`config.mk`:
```
export PLATFORM = sky130hd
export DESIGN_NAME = round_robin_task_slot_scheduler
export DESIGN_NICKNAME = d
export VERILOG_FILES = /design/src/rtl/rrts_pkg.sv /design/src/rtl/round_robin_task_slot_scheduler.sv /design/src/rtl/rrts_ram.sv /design/src/rtl/rrts_ctrl.sv /design/src/rtl/rrts_dp.sv
export SDC_FILE = /design/constraint.sdc
export NUM_CORES = 1
export LEC_CHECK = 0
export ABC_AREA = 1
export BUFFER_PORTS_ARGS = -buffer_cell sky130_fd_sc_hd__buf_2
export CORE_MARGIN = 4
export CORE_UTILIZATION = 50
export DETAILED_ROUTE_END_ITERATION = 12
export PLACE_DENSITY = 0.64
export SYNTH_ARGS = -nofsm -noshare
export SYNTH_HDL_FRONTEND = slang
export SYNTH_SLANG_ARGS = --single-unit
```
`constraint.sdc`:
```
create_clock -name i_clk -period 8.1 [get_ports i_clk]
set_clock_uncertainty 0.2 [all_clocks]
set_input_delay 2.43 -clock i_clk [delete_from_list [all_inputs] [get_ports i_clk]]
set_output_delay 2.43 -clock i_clk [all_outputs]
set_load 0.05 [all_outputs]
```
`src/rtl/rrts_pkg.sv`:
```
// Shared types and codes for the round-robin task slot scheduler.
package rrts_pkg;

    // Item codes
    localparam logic ACT_CREATE   = 1'b0;
    localparam logic ACT_SCHEDULE = 1'b1;

    // Result status codes
    localparam logic [1:0] STS_SWITCHED = 2'd0;
    localparam logic [1:0] STS_IGNORED  = 2'd1;
    localparam logic [1:0] STS_KEPT     = 2'd2;
    localparam logic [1:0] STS_FULL     = 2'd3;

    // Slot state codes
    localparam logic [1:0] SLOT_READY   = 2'd0;
    localparam logic [1:0] SLOT_RUNNING = 2'd1;
    localparam logic [1:0] SLOT_TERM    = 2'd2;

    // Exit marker pair in the saved registers
    localparam logic [31:0] EXIT_EAX = 32'hDEADDEAD;
    localparam logic [31:0] EXIT_EBP = 32'h0000_0000;

    typedef struct packed {
        logic        action;
        logic [31:0] saved_eax;
        logic [31:0] saved_ebp;
    } t_item;

    typedef struct packed {
        logic [1:0]  status;
        logic [3:0]  slot_index;
        logic [31:0] task_number;
        logic        ended_flag;
        logic        bootstrap_flag;
    } t_result;

    // Controller to datapath
    typedef struct packed {
        logic create;
        logic full;
        logic ignore;
        logic boot;
        logic sched;
        logic retire;
        logic advance;
        logic hit;
        logic miss;
        logic emit;
    } t_cmd;

    // Datapath to controller
    typedef struct packed {
        logic full;
        logic skip;
        logic boot;
        logic hit;
        logic at_start;
    } t_stat;

endpackage

```
`src/rtl/round_robin_task_slot_scheduler.sv`:
```
// Top level of the round-robin task slot scheduler.
//
// Command channel: an item (create or schedule) transfers at a rising edge
// with start high and busy low. Each item gives exactly one result on
// o_result, marked by o_strobe for one cycle; the receiver cannot hold it.
// Create, table-full and ignored schedule items: the result is registered
// and shows in the cycle after the transfer; busy stays low, so one item
// per cycle is taken. A schedule item that runs: a retire step (skipped
// for the bootstrap case), then the cyclic scan over the slot table at one
// slot per cycle, then a finish step for the task number RAM read.
// busy is high from the cycle after the transfer until the result shows.
// User writes enable via i_cfg_we / i_cfg_wdata only when idle; unchecked.
// Synchronous reset clears the slot table, the fill count, the current slot,
// sets the next task id to one and the enable to zero; no clearing pass.
module round_robin_task_slot_scheduler #(
    parameter int SLOTS = 16
) (
    input  logic              i_clk,
    input  logic              i_rst_n,
    input  logic              start,
    output logic              busy,
    input  rrts_pkg::t_item   i_item,
    output rrts_pkg::t_result o_result,
    output logic              o_strobe,
    input  logic              i_cfg_we,
    input  logic              i_cfg_wdata
);
    import rrts_pkg::*;

    t_cmd  w_cmd;
    t_stat w_stat;

    // Sequencer
    rrts_ctrl u_ctrl (
        .i_clk    (i_clk),
        .i_rst_n  (i_rst_n),
        .start    (start),
        .i_action (i_item.action),
        .i_stat   (w_stat),
        .o_cmd    (w_cmd),
        .busy     (busy)
    );

    // Datapath
    rrts_dp #(
        .SLOTS (SLOTS)
    ) u_dp (
        .i_clk       (i_clk),
        .i_rst_n     (i_rst_n),
        .i_cfg_we    (i_cfg_we),
        .i_cfg_wdata (i_cfg_wdata),
        .i_item      (i_item),
        .i_cmd       (w_cmd),
        .o_stat      (w_stat),
        .o_result    (o_result),
        .o_strobe    (o_strobe)
    );

    // Every transfer either has its result out next cycle or keeps busy high
    a_progress: assert property (@(posedge i_clk) disable iff (!i_rst_n)
        (start && !busy) |=> (o_strobe || busy))
        else $error("transferred item neither finished nor in progress");

endmodule

```
`src/rtl/rrts_ram.sv`:
```
// Generic single-write, single-read RAM with registered read data.
module rrts_ram #(
    parameter int WIDTH = 32,
    parameter int DEPTH = 16,
    parameter int AW    = $clog2(DEPTH)
) (
    input  logic             i_clk,
    input  logic             i_we,
    input  logic [AW-1:0]    i_waddr,
    input  logic [WIDTH-1:0] i_wdata,
    input  logic [AW-1:0]    i_raddr,
    output logic [WIDTH-1:0] o_rdata
);

    logic [WIDTH-1:0] r_mem [DEPTH];
    logic [WIDTH-1:0] r_rdata;

    always_ff @(posedge i_clk) begin
        if (i_we) begin
            r_mem[i_waddr] <= i_wdata;
        end
        r_rdata <= r_mem[i_raddr];
    end

    assign o_rdata = r_rdata;

endmodule

```
`src/rtl/rrts_ctrl.sv`:
```
// Sequencer for the scheduler: accept, retire, cyclic scan, finish.
module rrts_ctrl (
    input  logic           i_clk,
    input  logic           i_rst_n,
    input  logic           start,
    input  logic           i_action,
    input  rrts_pkg::t_stat i_stat,
    output rrts_pkg::t_cmd  o_cmd,
    output logic           busy
);
    import rrts_pkg::*;

    typedef enum logic [1:0] {
        S_IDLE,
        S_RETIRE,
        S_SCAN,
        S_FINISH
    } t_state;

    t_state r_state;
    t_state n_state;
    logic   r_busy;

    // Command decode and next state
    always_comb begin
        o_cmd   = '0;
        n_state = r_state;
        case (r_state)
            S_IDLE: begin
                if (start) begin
                    if (i_action == ACT_CREATE) begin
                        if (i_stat.full) begin
                            o_cmd.full = 1'b1;
                        end else begin
                            o_cmd.create = 1'b1;
                        end
                    end else if (i_stat.skip) begin
                        o_cmd.ignore = 1'b1;
                    end else if (i_stat.boot) begin
                        o_cmd.boot = 1'b1;
                        n_state    = S_SCAN;
                    end else begin
                        o_cmd.sched = 1'b1;
                        n_state     = S_RETIRE;
                    end
                end
            end
            S_RETIRE: begin
                o_cmd.retire = 1'b1;
                n_state      = S_SCAN;
            end
            S_SCAN: begin
                if (i_stat.hit) begin
                    o_cmd.hit = 1'b1;
                    n_state   = S_FINISH;
                end else if (i_stat.at_start) begin
                    o_cmd.miss = 1'b1;
                    n_state    = S_FINISH;
                end else begin
                    o_cmd.advance = 1'b1;
                end
            end
            S_FINISH: begin
                o_cmd.emit = 1'b1;
                n_state    = S_IDLE;
            end
            default: begin
                n_state = S_IDLE;
            end
        endcase
    end

    // State and busy flag
    always_ff @(posedge i_clk) begin
        if (!i_rst_n) begin
            r_state <= S_IDLE;
            r_busy  <= 1'b0;
        end else begin
            r_state <= n_state;
            r_busy  <= (n_state != S_IDLE);
        end
    end

    assign busy = r_busy;

endmodule

```
`src/rtl/rrts_dp.sv`:
```
// Datapath: slot state table, task number RAM, counters and result register.
module rrts_dp #(
    parameter int SLOTS = 16
) (
    input  logic              i_clk,
    input  logic              i_rst_n,
    input  logic              i_cfg_we,
    input  logic              i_cfg_wdata,
    input  rrts_pkg::t_item   i_item,
    input  rrts_pkg::t_cmd    i_cmd,
    output rrts_pkg::t_stat   o_stat,
    output rrts_pkg::t_result o_result,
    output logic              o_strobe
);
    import rrts_pkg::*;

    localparam int SW = $clog2(SLOTS);
    localparam int CW = $clog2(SLOTS + 1);
    localparam int XW = (SW > 4) ? SW : 4;

    function automatic logic [SW-1:0] f_inc(input logic [SW-1:0] x);
        return (x == SW'(SLOTS - 1)) ? '0 : x + 1'b1;
    endfunction

    logic          r_enable;
    logic [CW-1:0] r_cnt;
    logic [31:0]   r_next;
    logic [SW-1:0] r_cur;
    logic [SW-1:0] r_ptr;
    logic [SW-1:0] r_start;
    logic          r_exit;
    logic          r_ended;
    logic          r_boot;
    logic          r_miss;
    logic [1:0]    r_st [SLOTS];
    t_result       r_out;
    logic          r_out_vld;

    logic          w_add;
    logic          w_used;
    logic [1:0]    w_st;
    logic          w_running;
    logic          w_st_we;
    logic [SW-1:0] w_st_idx;
    logic [1:0]    w_st_val;
    logic [31:0]   w_rdata;
    logic [XW-1:0] w_ptr_x;
    logic [XW-1:0] w_cnt_x;

    // Table lookups at the scan pointer
    assign w_add     = i_cmd.create | i_cmd.boot;
    assign w_used    = (CW'(r_ptr) < r_cnt);
    assign w_st      = r_st[r_ptr];
    assign w_running = w_used && (w_st == SLOT_RUNNING);
    assign w_ptr_x   = XW'(r_ptr);
    assign w_cnt_x   = XW'(r_cnt[SW-1:0]);

    // Status to the controller; slots fill from 0 upward and are never freed
    always_comb begin
        o_stat.full     = (r_cnt == CW'(SLOTS));
        o_stat.skip     = !r_enable || (r_cnt == '0);
        o_stat.boot     = (r_cnt == CW'(1));
        o_stat.hit      = w_used && (w_st == SLOT_READY);
        o_stat.at_start = (r_ptr == r_start);
    end

    // Configuration register
    always_ff @(posedge i_clk) begin
        if (!i_rst_n) begin
            r_enable <= 1'b0;
        end else if (i_cfg_we) begin
            r_enable <= i_cfg_wdata;
        end
    end

    // Slot state write port
    always_comb begin
        w_st_we  = 1'b0;
        w_st_idx = r_ptr;
        w_st_val = SLOT_RUNNING;
        if (w_add) begin
            w_st_we  = 1'b1;
            w_st_idx = r_cnt[SW-1:0];
            w_st_val = SLOT_READY;
        end else if (i_cmd.retire) begin
            w_st_we  = w_running;
            w_st_val = r_exit ? SLOT_TERM : SLOT_READY;
        end else if (i_cmd.hit) begin
            w_st_we  = 1'b1;
        end else if (i_cmd.miss) begin
            w_st_we  = w_used;
        end
    end

    always_ff @(posedge i_clk) begin
        if (!i_rst_n) begin
            for (int i = 0; i < SLOTS; i++) begin
                r_st[i] <= SLOT_READY;
            end
        end else if (w_st_we) begin
            r_st[w_st_idx] <= w_st_val;
        end
    end

    // Task numbers
    rrts_ram #(
        .WIDTH (32),
        .DEPTH (SLOTS),
        .AW    (SW)
    ) u_num_ram (
        .i_clk   (i_clk),
        .i_we    (w_add),
        .i_waddr (r_cnt[SW-1:0]),
        .i_wdata (r_next),
        .i_raddr (r_ptr),
        .o_rdata (w_rdata)
    );

    // Fill count, id counter and current slot
    always_ff @(posedge i_clk) begin
        if (!i_rst_n) begin
            r_cnt  <= '0;
            r_next <= 32'd1;
            r_cur  <= '0;
        end else begin
            if (w_add) begin
                r_cnt  <= r_cnt + 1'b1;
                r_next <= r_next + 32'd1;
            end
            if (i_cmd.boot) begin
                r_cur <= SW'(1);
            end else if (i_cmd.hit || i_cmd.miss) begin
                r_cur <= r_ptr;
            end
        end
    end

    // Scan pointer and per-item flags
    always_ff @(posedge i_clk) begin
        if (i_cmd.boot) begin
            r_start <= SW'(1);
            r_ptr   <= f_inc(SW'(1));
            r_ended <= 1'b0;
            r_boot  <= 1'b1;
        end else if (i_cmd.sched) begin
            r_start <= r_cur;
            r_ptr   <= r_cur;
            r_ended <= 1'b0;
            r_boot  <= 1'b0;
            r_exit  <= (i_item.saved_eax == EXIT_EAX) && (i_item.saved_ebp == EXIT_EBP);
        end else if (i_cmd.retire) begin
            r_ended <= w_running && r_exit;
            r_ptr   <= f_inc(r_ptr);
        end else if (i_cmd.advance) begin
            r_ptr   <= f_inc(r_ptr);
        end
        if (i_cmd.hit) begin
            r_miss <= 1'b0;
        end else if (i_cmd.miss) begin
            r_miss <= 1'b1;
        end
    end

    // Result register
    always_ff @(posedge i_clk) begin
        if (i_cmd.create) begin
            r_out <= '{status: STS_SWITCHED, slot_index: w_cnt_x[3:0],
                       task_number: r_next, ended_flag: 1'b0, bootstrap_flag: 1'b0};
        end else if (i_cmd.full) begin
            r_out <= '{status: STS_FULL, slot_index: 4'd0, task_number: 32'd0,
                       ended_flag: 1'b0, bootstrap_flag: 1'b0};
        end else if (i_cmd.ignore) begin
            r_out <= '{status: STS_IGNORED, slot_index: 4'd0, task_number: 32'd0,
                       ended_flag: 1'b0, bootstrap_flag: 1'b0};
        end else if (i_cmd.emit) begin
            r_out <= '{status: (r_miss ? STS_KEPT : STS_SWITCHED),
                       slot_index: w_ptr_x[3:0],
                       task_number: (w_used ? w_rdata : 32'd0),
                       ended_flag: r_ended, bootstrap_flag: r_boot};
        end
    end

    always_ff @(posedge i_clk) begin
        if (!i_rst_n) begin
            r_out_vld <= 1'b0;
        end else begin
            r_out_vld <= i_cmd.create | i_cmd.full | i_cmd.ignore | i_cmd.emit;
        end
    end

    assign o_result = r_out;
    assign o_strobe = r_out_vld;

    // Checks
    a_cnt_range: assert property (@(posedge i_clk) disable iff (!i_rst_n)
        r_cnt <= CW'(SLOTS))
        else $error("slot fill count beyond table size");

    a_boot_cnt: assert property (@(posedge i_clk) disable iff (!i_rst_n)
        (r_out_vld && r_out.bootstrap_flag) |-> (r_cnt >= CW'(2)))
        else $error("bootstrap reported without a second used slot");

    a_full_cnt: assert property (@(posedge i_clk) disable iff (!i_rst_n)
        (r_out_vld && (r_out.status == STS_FULL)) |-> (r_cnt == CW'(SLOTS)))
        else $error("table full reported with free slots");

endmodule
```
==> results of run 1 <==
==> final cells by class <==
type | instances | area, sq um | share of cell area (%)
flip-flops and latches | 678 | 19400 | 63.2
repair buffers | 133 | 733 | 2.39
well taps | 696 | 871 | 2.84
multi-input cells | 1372 | 7090 | 23.1
inverters | 102 | 397 | 1.29
clock inverters | 34 | 358 | 1.17
clock buffers | 91 | 1850 | 6.03
==> registers in the layout (all words and copies together) (netlist names), 2 cells and up, named ones only <==
register                count
u_ctrl.r_state              2
u_dp.r_cur                  4
u_dp.r_cnt                  5
u_dp.u_num_ram.o_rdata     32
u_dp.r_next                32
u_dp.r_start                4
u_dp.r_st                  32
u_dp.o_result              40
u_dp.u_num_ram.r_mem      512
u_dp.r_ptr                  4
==> how the worst max path moves through the flow <==
stage,from,to,slack (ps),cells past startpoint
finish,start,u_dp.u_num_ram.r_mem[9][16],3300,7
global placement,start,u_dp.u_num_ram.r_mem[9][16],2750,7
floorplan,start,u_dp.u_num_ram.r_mem[10][0],2690,8
CTS,start,u_dp.u_num_ram.r_mem[9][4],3300,7
global route,start,u_dp.u_num_ram.r_mem[9][4],3090,7
detailed placement,start,u_dp.u_num_ram.r_mem[9][16],2660,7
==> layout by cell type (no fill, tap or decap), types with 70 or more instances in the layout <==
| cell | Yosys | layout |
|---|---|---|
| clkbuf_16 | 0 | 70 |
| nand3_1 | 112 | 112 |
| edfxtp_1 | 581 | 581 |
| dfxtp_1 | 97 | 94 |
| o22ai_1 | 82 | 82 |
| nand2_1 | 246 | 245 |
| o21ai_0 | 308 | 308 |
| inv_1 | 93 | 91 |
| buf_2 | 13 | 111 |
| nor2_1 | 359 | 342 |
==> metal layers <==
layer	vias up	global-route usage [%]
met5	-	0
met4	0	10.2
met3	153	3.94
met2	716	39.6
met1	9024	31.2
li1	8459	-
==> worst reg2reg max path: stages (launching register included) <==
cell and delay (ps):
dfxtp_4 590, inv_6 680, a21oi_1 320, nor2_4 730, nand3_2 190, o21bai_2 160
nand3_1 100, nand2_2 320, nand4_1 230, nand2_1 190
==> cells by family after synthesis <==
group                      Yosys count  share of synthesized area, %
AOI/OAI and AO/OA                  525                          11.2
xor gates and xnor gates            15                         0.482
and+or+nand+nor                    819                          13.2
buffers and inverters              234                          3.41
adders and majority gates           13                         0.596
DFF                                678                          71.1
==> per-stage QoR <==
step	hold slack, ps	std cells	area [sq um]
floorplan	230	2284	27300
global placement	259	2981	28500
detailed placement	257	2981	28500
CTS	266	3106	30700
global route	282	3106	30700
finish	266	3106	30700
==> where the power goes <==
part / switching, mW / internal [mW] / total (mW)
clock: 1.31 / 1.81 / 3.12
combinational: 1.78 / 0.636 / 2.42
sequential: 0.246 / 3.97 / 4.21
==> summary.txt, run 1 <==
Routing
  – M1 WL: 28300 um
  – Final wirelength: 70400 um
  – Uppermost layer routed: met4
  – Detail Route Antenna Nets: 0
  – Drt via density: 5.91
  – Met2 routed WL: 34300 um
  – Met3 WL: 4720 um
  – Drc violations: 0
  – DRT iter0 DRCs: 1898
  – Wire length per cell: 22.7 um
  – Vias: 18.4k
  – Drt first pass iters: 5

Power and ir drop
  – Static Leakage: 10.3 nW
  – Final Power: 9.75 mW
  – VDD IR max: 0.226 mV
  – Power per cell area: 318 nW/um^2

Timing
  – Slew margin rel.: 16.8%
  – Final Hold Fails: 0
  – Slew Viols, Final: 0
  – RSZ-0062 raised after global routing: no
  – Min Clock Period, post-route: 4800 ps
  – Final setup viols: 0
  – Period utilization: 59.3%
  – PnR worst setup slack: 3300 ps
  – Worst Tran Pin Value: 1240 ps
  – Peak Freq: 208 MHz
  – Setup TNS: 0 ps

Synth
  – Largest cells by area after synthesis: edfxtp_1 (64%), dfxtp_1 (7.1%), o21ai_0 (5.7%)
  – Yosys cell types: 48
  – Synth Flop Type: edfxtp_1
  – Most frequent cell after synthesis: edfxtp_1
  – Post-synth EDFFs: 581
  – Post-Syn Instances: 2284
  – Largest area contributor in the netlist: edfxtp_1
  – Yosys top cell area share: 64.0%
  – Post-Syn Nets: 2367
  – FF+latch count, synth: 678
  – Yosys warns: 0
  – Post-Syn Area: 27300 sq um
  – Register area share after synthesis: 71.1%
  – Syn avg cell area: 11.9 sq um
  – Top cells by count, synth: edfxtp_1 (581), nor2_1 (359), o21ai_0 (308)
  – Synth async-reset ratio: 0%

Critical path
  – Setup crit start kind: input port
  – Setup slack, reg-to-reg: 4080 ps
  – Most Frequent Cell on Critical Path: nand2_1
  – Crit path max-delay cell type: nor2_4
  – Delay-heaviest family, CP: simple AND/OR/NAND/NOR gates
  – Critical R2R Capture: u_dp.r_st[0][1]
  – Arrival @ worst endpoint: 4820 ps
  – CP required: 8120 ps
  – Max FO, Critical Path: 35
  – Worst Path Buf+Inv: 1
  – CP cell instances: buf_2 -> nand2_1 -> nor2_1 -> nand2_4 -> nand2_8 -> nand2_1 -> nor2_4
  – Critical path endpoint category: flop
  – Worst R2R Start: u_dp.r_ptr[0]
  – R2R depth: 9
  – Kind of critical path: input port to flop
  – Max stage delay on crit path: 1010 ps

Placed design
  – Buffers on Ports: 111
  – GPL Wtd Cong: 0.893
  – Pre-CTS setup slack: 2660 ps
  – HPWL Detailed: 41000 um

Cells and area
  – N_diodes: 0
  – Fillcell total: 4370
  – Share of post-route cells with drive strength above 1: 12.4%
  – Area Growth Syn to Fin: 12.6%
  – Post-layout util: 56.9%
  – Final net count: 2438

Global route
  – Number of global-route vias before repair: 17.7k
  – Global route overflow: 0
  – Initial antenna violation count: 0
  – First-pass GRT wire length: 107000 um
  – Largest net degree at the start of global routing: 188
  – Total track usage: 23.7%

Clocking
  – CTS tree: done
  – CTS Sinks: 678
  – Deepest clock path buffer count: 3
  – Clock transition at path regs: 60 ps
  – Post-CTS Setup Bufs: 0
  – Clock H-tree levels: 3
  – Inserted Clock Buffers: 68
  – CTS Hold Bufs: 0
  – Clock Latency Late Sink: 610 ps
  – Root Driver: clkbuf_16
  – Post-cts sizing count: 0

Job
  – Max_cap viols: 0

Worst hold path
  – Worst Hold Class: flop to flop
  – Worst Hold Depth: 2
  – Hold Crit Endpoint: u_dp.r_start[1]
  – Hold_sp: u_dp.r_start[1]

Floorplanning
  – # IOs: 112
  – Die width: 242 um
  – Floorplan row count: 85
  – Chip Height: 242 um
  – Core area: 53900 sq um
  – Die area: 58300 sq um
  – Starting density of the core: 50.6%

Status
  – Outcome: complete, no violations
Power figures use the tool's default switching activity.
==> run 2: changes to the inputs <==
Settings changed: ABC_AREA 1 to 0, PLACE_DENSITY 0.64 to 0.66.
Clock period 8.1 ns to 4.3 ns, I/O delays scaled along.
==> run 2 against run 1 <==
Power is 91% higher; die area is 3.1% lower; routed wire length is 16% lower; critical path depth stayed put; cell area is 1.1% lower; register-to-register slack worse by 3700 ps; synthesized area is 3.2% lower; clock-buffer cell count is 5 higher; flip-flop and latch count stayed put.
==> summary.txt, run 2 <==
Timing
  – Worst Tran Pin Value: 1050 ps
  – Peak Freq: 256 MHz
  – Setup TNS: 0 ps
  – Final setup viols: 0
  – RSZ-0062 raised after global routing: no
  – Min Clock Period, post-route: 3910 ps
  – Period utilization: 91.0%
  – Final Hold Fails: 0
  – PnR worst setup slack: 388 ps
  – Slew Viols, Final: 0
  – Slew margin rel.: 29.6%

Cells and area
  – Area Growth Syn to Fin: 14.9%
  – Post-layout util: 58.6%
  – Most common cell after layout, fill and taps aside: edfxtp_1
  – Final net count: 1635
  – Share of post-route cells with drive strength above 1: 28.2%
  – Post-route cell area: 30300 sq um
  – Commonest non-fill, non-tap cells in the layout: edfxtp_1 (581), mux4_2 (161), buf_2 (111)
  – Max reg flops: 512
  – Biggest register: u_dp.u_num_ram.r_mem
  – N_diodes: 0

Synth
  – Post-Syn Area: 26400 sq um
  – Largest family of logic cells by synthesized area: multiplexers
  – Synth Area in Simple Gates: 5.42%
  – Synth Area in XOR/XNOR: 1.13%
  – Most frequent cell after synthesis: edfxtp_1
  – Largest cells by area after synthesis: edfxtp_1 (66%), mux4_2 (14%), dfxtp_1 (7.4%)
  – Yosys warns: 0
  – Mux contribution to synthesized area: 15.1%
  – Register area share after synthesis: 73.4%
  – Yosys cell types: 59
  – Post-synthesis adder-cell area fraction: 0.616%
  – Synth async-reset ratio: 0%
  – Top cells by count, synth: edfxtp_1 (581), mux4_2 (161), dfxtp_1 (97)
  – Post-Syn Nets: 1465
  – Syn avg cell area: 19.1 sq um
  – Largest area contributor in the netlist: edfxtp_1
  – FF+latch count, synth: 678
  – Yosys top cell area share: 66.1%
  – Synth Flop Type: edfxtp_1
  – Post-Syn Instances: 1382
  – Compound-Gate Fraction of Synth Area: 3.03%
  – Post-synth EDFFs: 581

Global route
  – Total track usage: 21.0%
  – Global route overflow: 0
  – Number of global-route vias before repair: 13.9k
  – Initial antenna violation count: 0
  – Largest net degree at the start of global routing: 140
  – First-pass GRT wire length: 89900 um

Critical path
  – CP required: 4360 ps
  – Setup crit start kind: flop
  – Max FO, Critical Path: 16
  – Arrival @ worst endpoint: 3970 ps
  – Kind of critical path: flop to flop
  – Critical path endpoint category: flop

Clocking
  – Root Driver: clkbuf_16
  – Post-cts sizing count: 0
  – Inserted Clock Buffers: 69
  – CTS Sinks: 678
  – Post-CTS Setup Bufs: 0
  – CTS tree: done
  – Clock transition at path regs: 60 ps
  – Deepest clock path buffer count: 3
  – Clock Latency Late Sink: 590 ps
  – CTS Hold Bufs: 0
  – Clock H-tree levels: 3

Placed design
  – Placed cell area: 28200 sq um
  – Pre-CTS setup slack: 370 ps
  – GPL Wtd Cong: 0.838
  – HPWL Detailed: 34700 um
  – Buffers on Ports: 111

Floorplanning
  – Die area: 56600 sq um
  – Core area: 51800 sq um
  – Chip Height: 238 um
  – Starting density of the core: 51.0%
  – Die width: 238 um
  – # IOs: 112
  – Floorplan row count: 83

Job
  – Max_cap viols: 0

Power and ir drop
  – Static Leakage: 9.94 nW
  – VDD IR max: 0.465 mV
  – Power per cell area: 613 nW/um^2

Routing
  – DRT iter0 DRCs: 1627
  – Final wirelength: 59200 um
  – Detail Route Antenna Nets: 0
  – Drt first pass iters: 6
  – Drc violations: 0
  – Vias: 13.9k
  – Drt via density: 6.07
  – Wire length per cell: 25.9 um

Status
  – Outcome: complete, no violations

Worst hold path
  – Worst Hold Class: flop to flop
==> run 2: cell count changes in the layout (fill, tap and decap cells not counted), moves of 47 or more <==
cell      delta
mux4_2     +161
o21ai_0    -296
o22ai_1     -82
nand3_1     -91
inv_1       -75
o221ai_1    -47
nand2_1    -193
nor2_1     -270
==> run 2: cell type report <==
class                           instances  area, sq um
Clock buffer                           96         1880
Fill cell                            3729        21500
Inverter                               17         63.8
Timing Repair Buffer                  170         1100
Sequential cell                       678        19400
Clock inverter                         28          219
Multi-Input combinational cell        616         6830
Tap cell                              680          851
==> run 2: power breakdown <==
group / internal (mW) / total [mW] / switching, mW / leakage, nW
logic: 2.32 / 5.11 / 2.79 / 2.79
clock network: 3.19 / 5.59 / 2.40 / 1.02
registers: 7.66 / 7.90 / 0.241 / 6.13
total: 13.2 / 18.6 / 5.44 / 9.94
==> run 2: metrics by stage <==
stage | hold WS [ps] | std cells | power (mW)
after floorplan | 226 | 1382 | 11.8
after CTS | 258 | 2285 | 18.8
final | 255 | 2285 | 18.6
after detailed placement | 249 | 2161 | 13.2
after global placement | 239 | 2161 | 13.1
after global routing | 271 | 2285 | 19.4
==> run 2: layer usage <==
| metal | wire, um | global-route usage [%] |
|---|---|---|
| met5 | 0 | 0 |
| met4 | 1130 | 4.72 |
| met3 | 3810 | 3.65 |
| met2 | 29200 | 33.7 |
| met1 | 25100 | 30.9 |
==> run 2: logic make-up after synthesis <==
| family | Yosys count |
|---|---|
| DFF | 678 |
| and+or+nand+nor | 281 |
| muxes | 183 |
| AOI/OAI and AO/OA | 105 |
| buffers and inverters | 88 |
| xor gates and xnor gates | 34 |
| adders and majority gates | 13 |
==> run 2: path summary, 6_finish.rpt <==
| kind | start | to | slack [ps] | depth (start not counted) |
|---|---|---|---|---|
| worst min register to register | u_dp.r_start[0] | u_dp.r_start[0] | 250 | 2 |
| worst max register to register | flop | u_dp.r_st[4][0] | 390 | 7 |
| worst max-delay path | flop | u_dp.r_st[4][0] | 390 | 7 |
| worst min-delay path | u_dp.r_start[0] | u_dp.r_start[0] | 250 | 2 |
==> run 2: worst max-delay path: stages (launching register included) <==
cell and delay (ps):
dfxtp_1 600, mux4_1 630, mux4_2 570, o41a_1 380
a2111oi_4 510, nor4b_2 90, buf_4 220, nor3_1 370
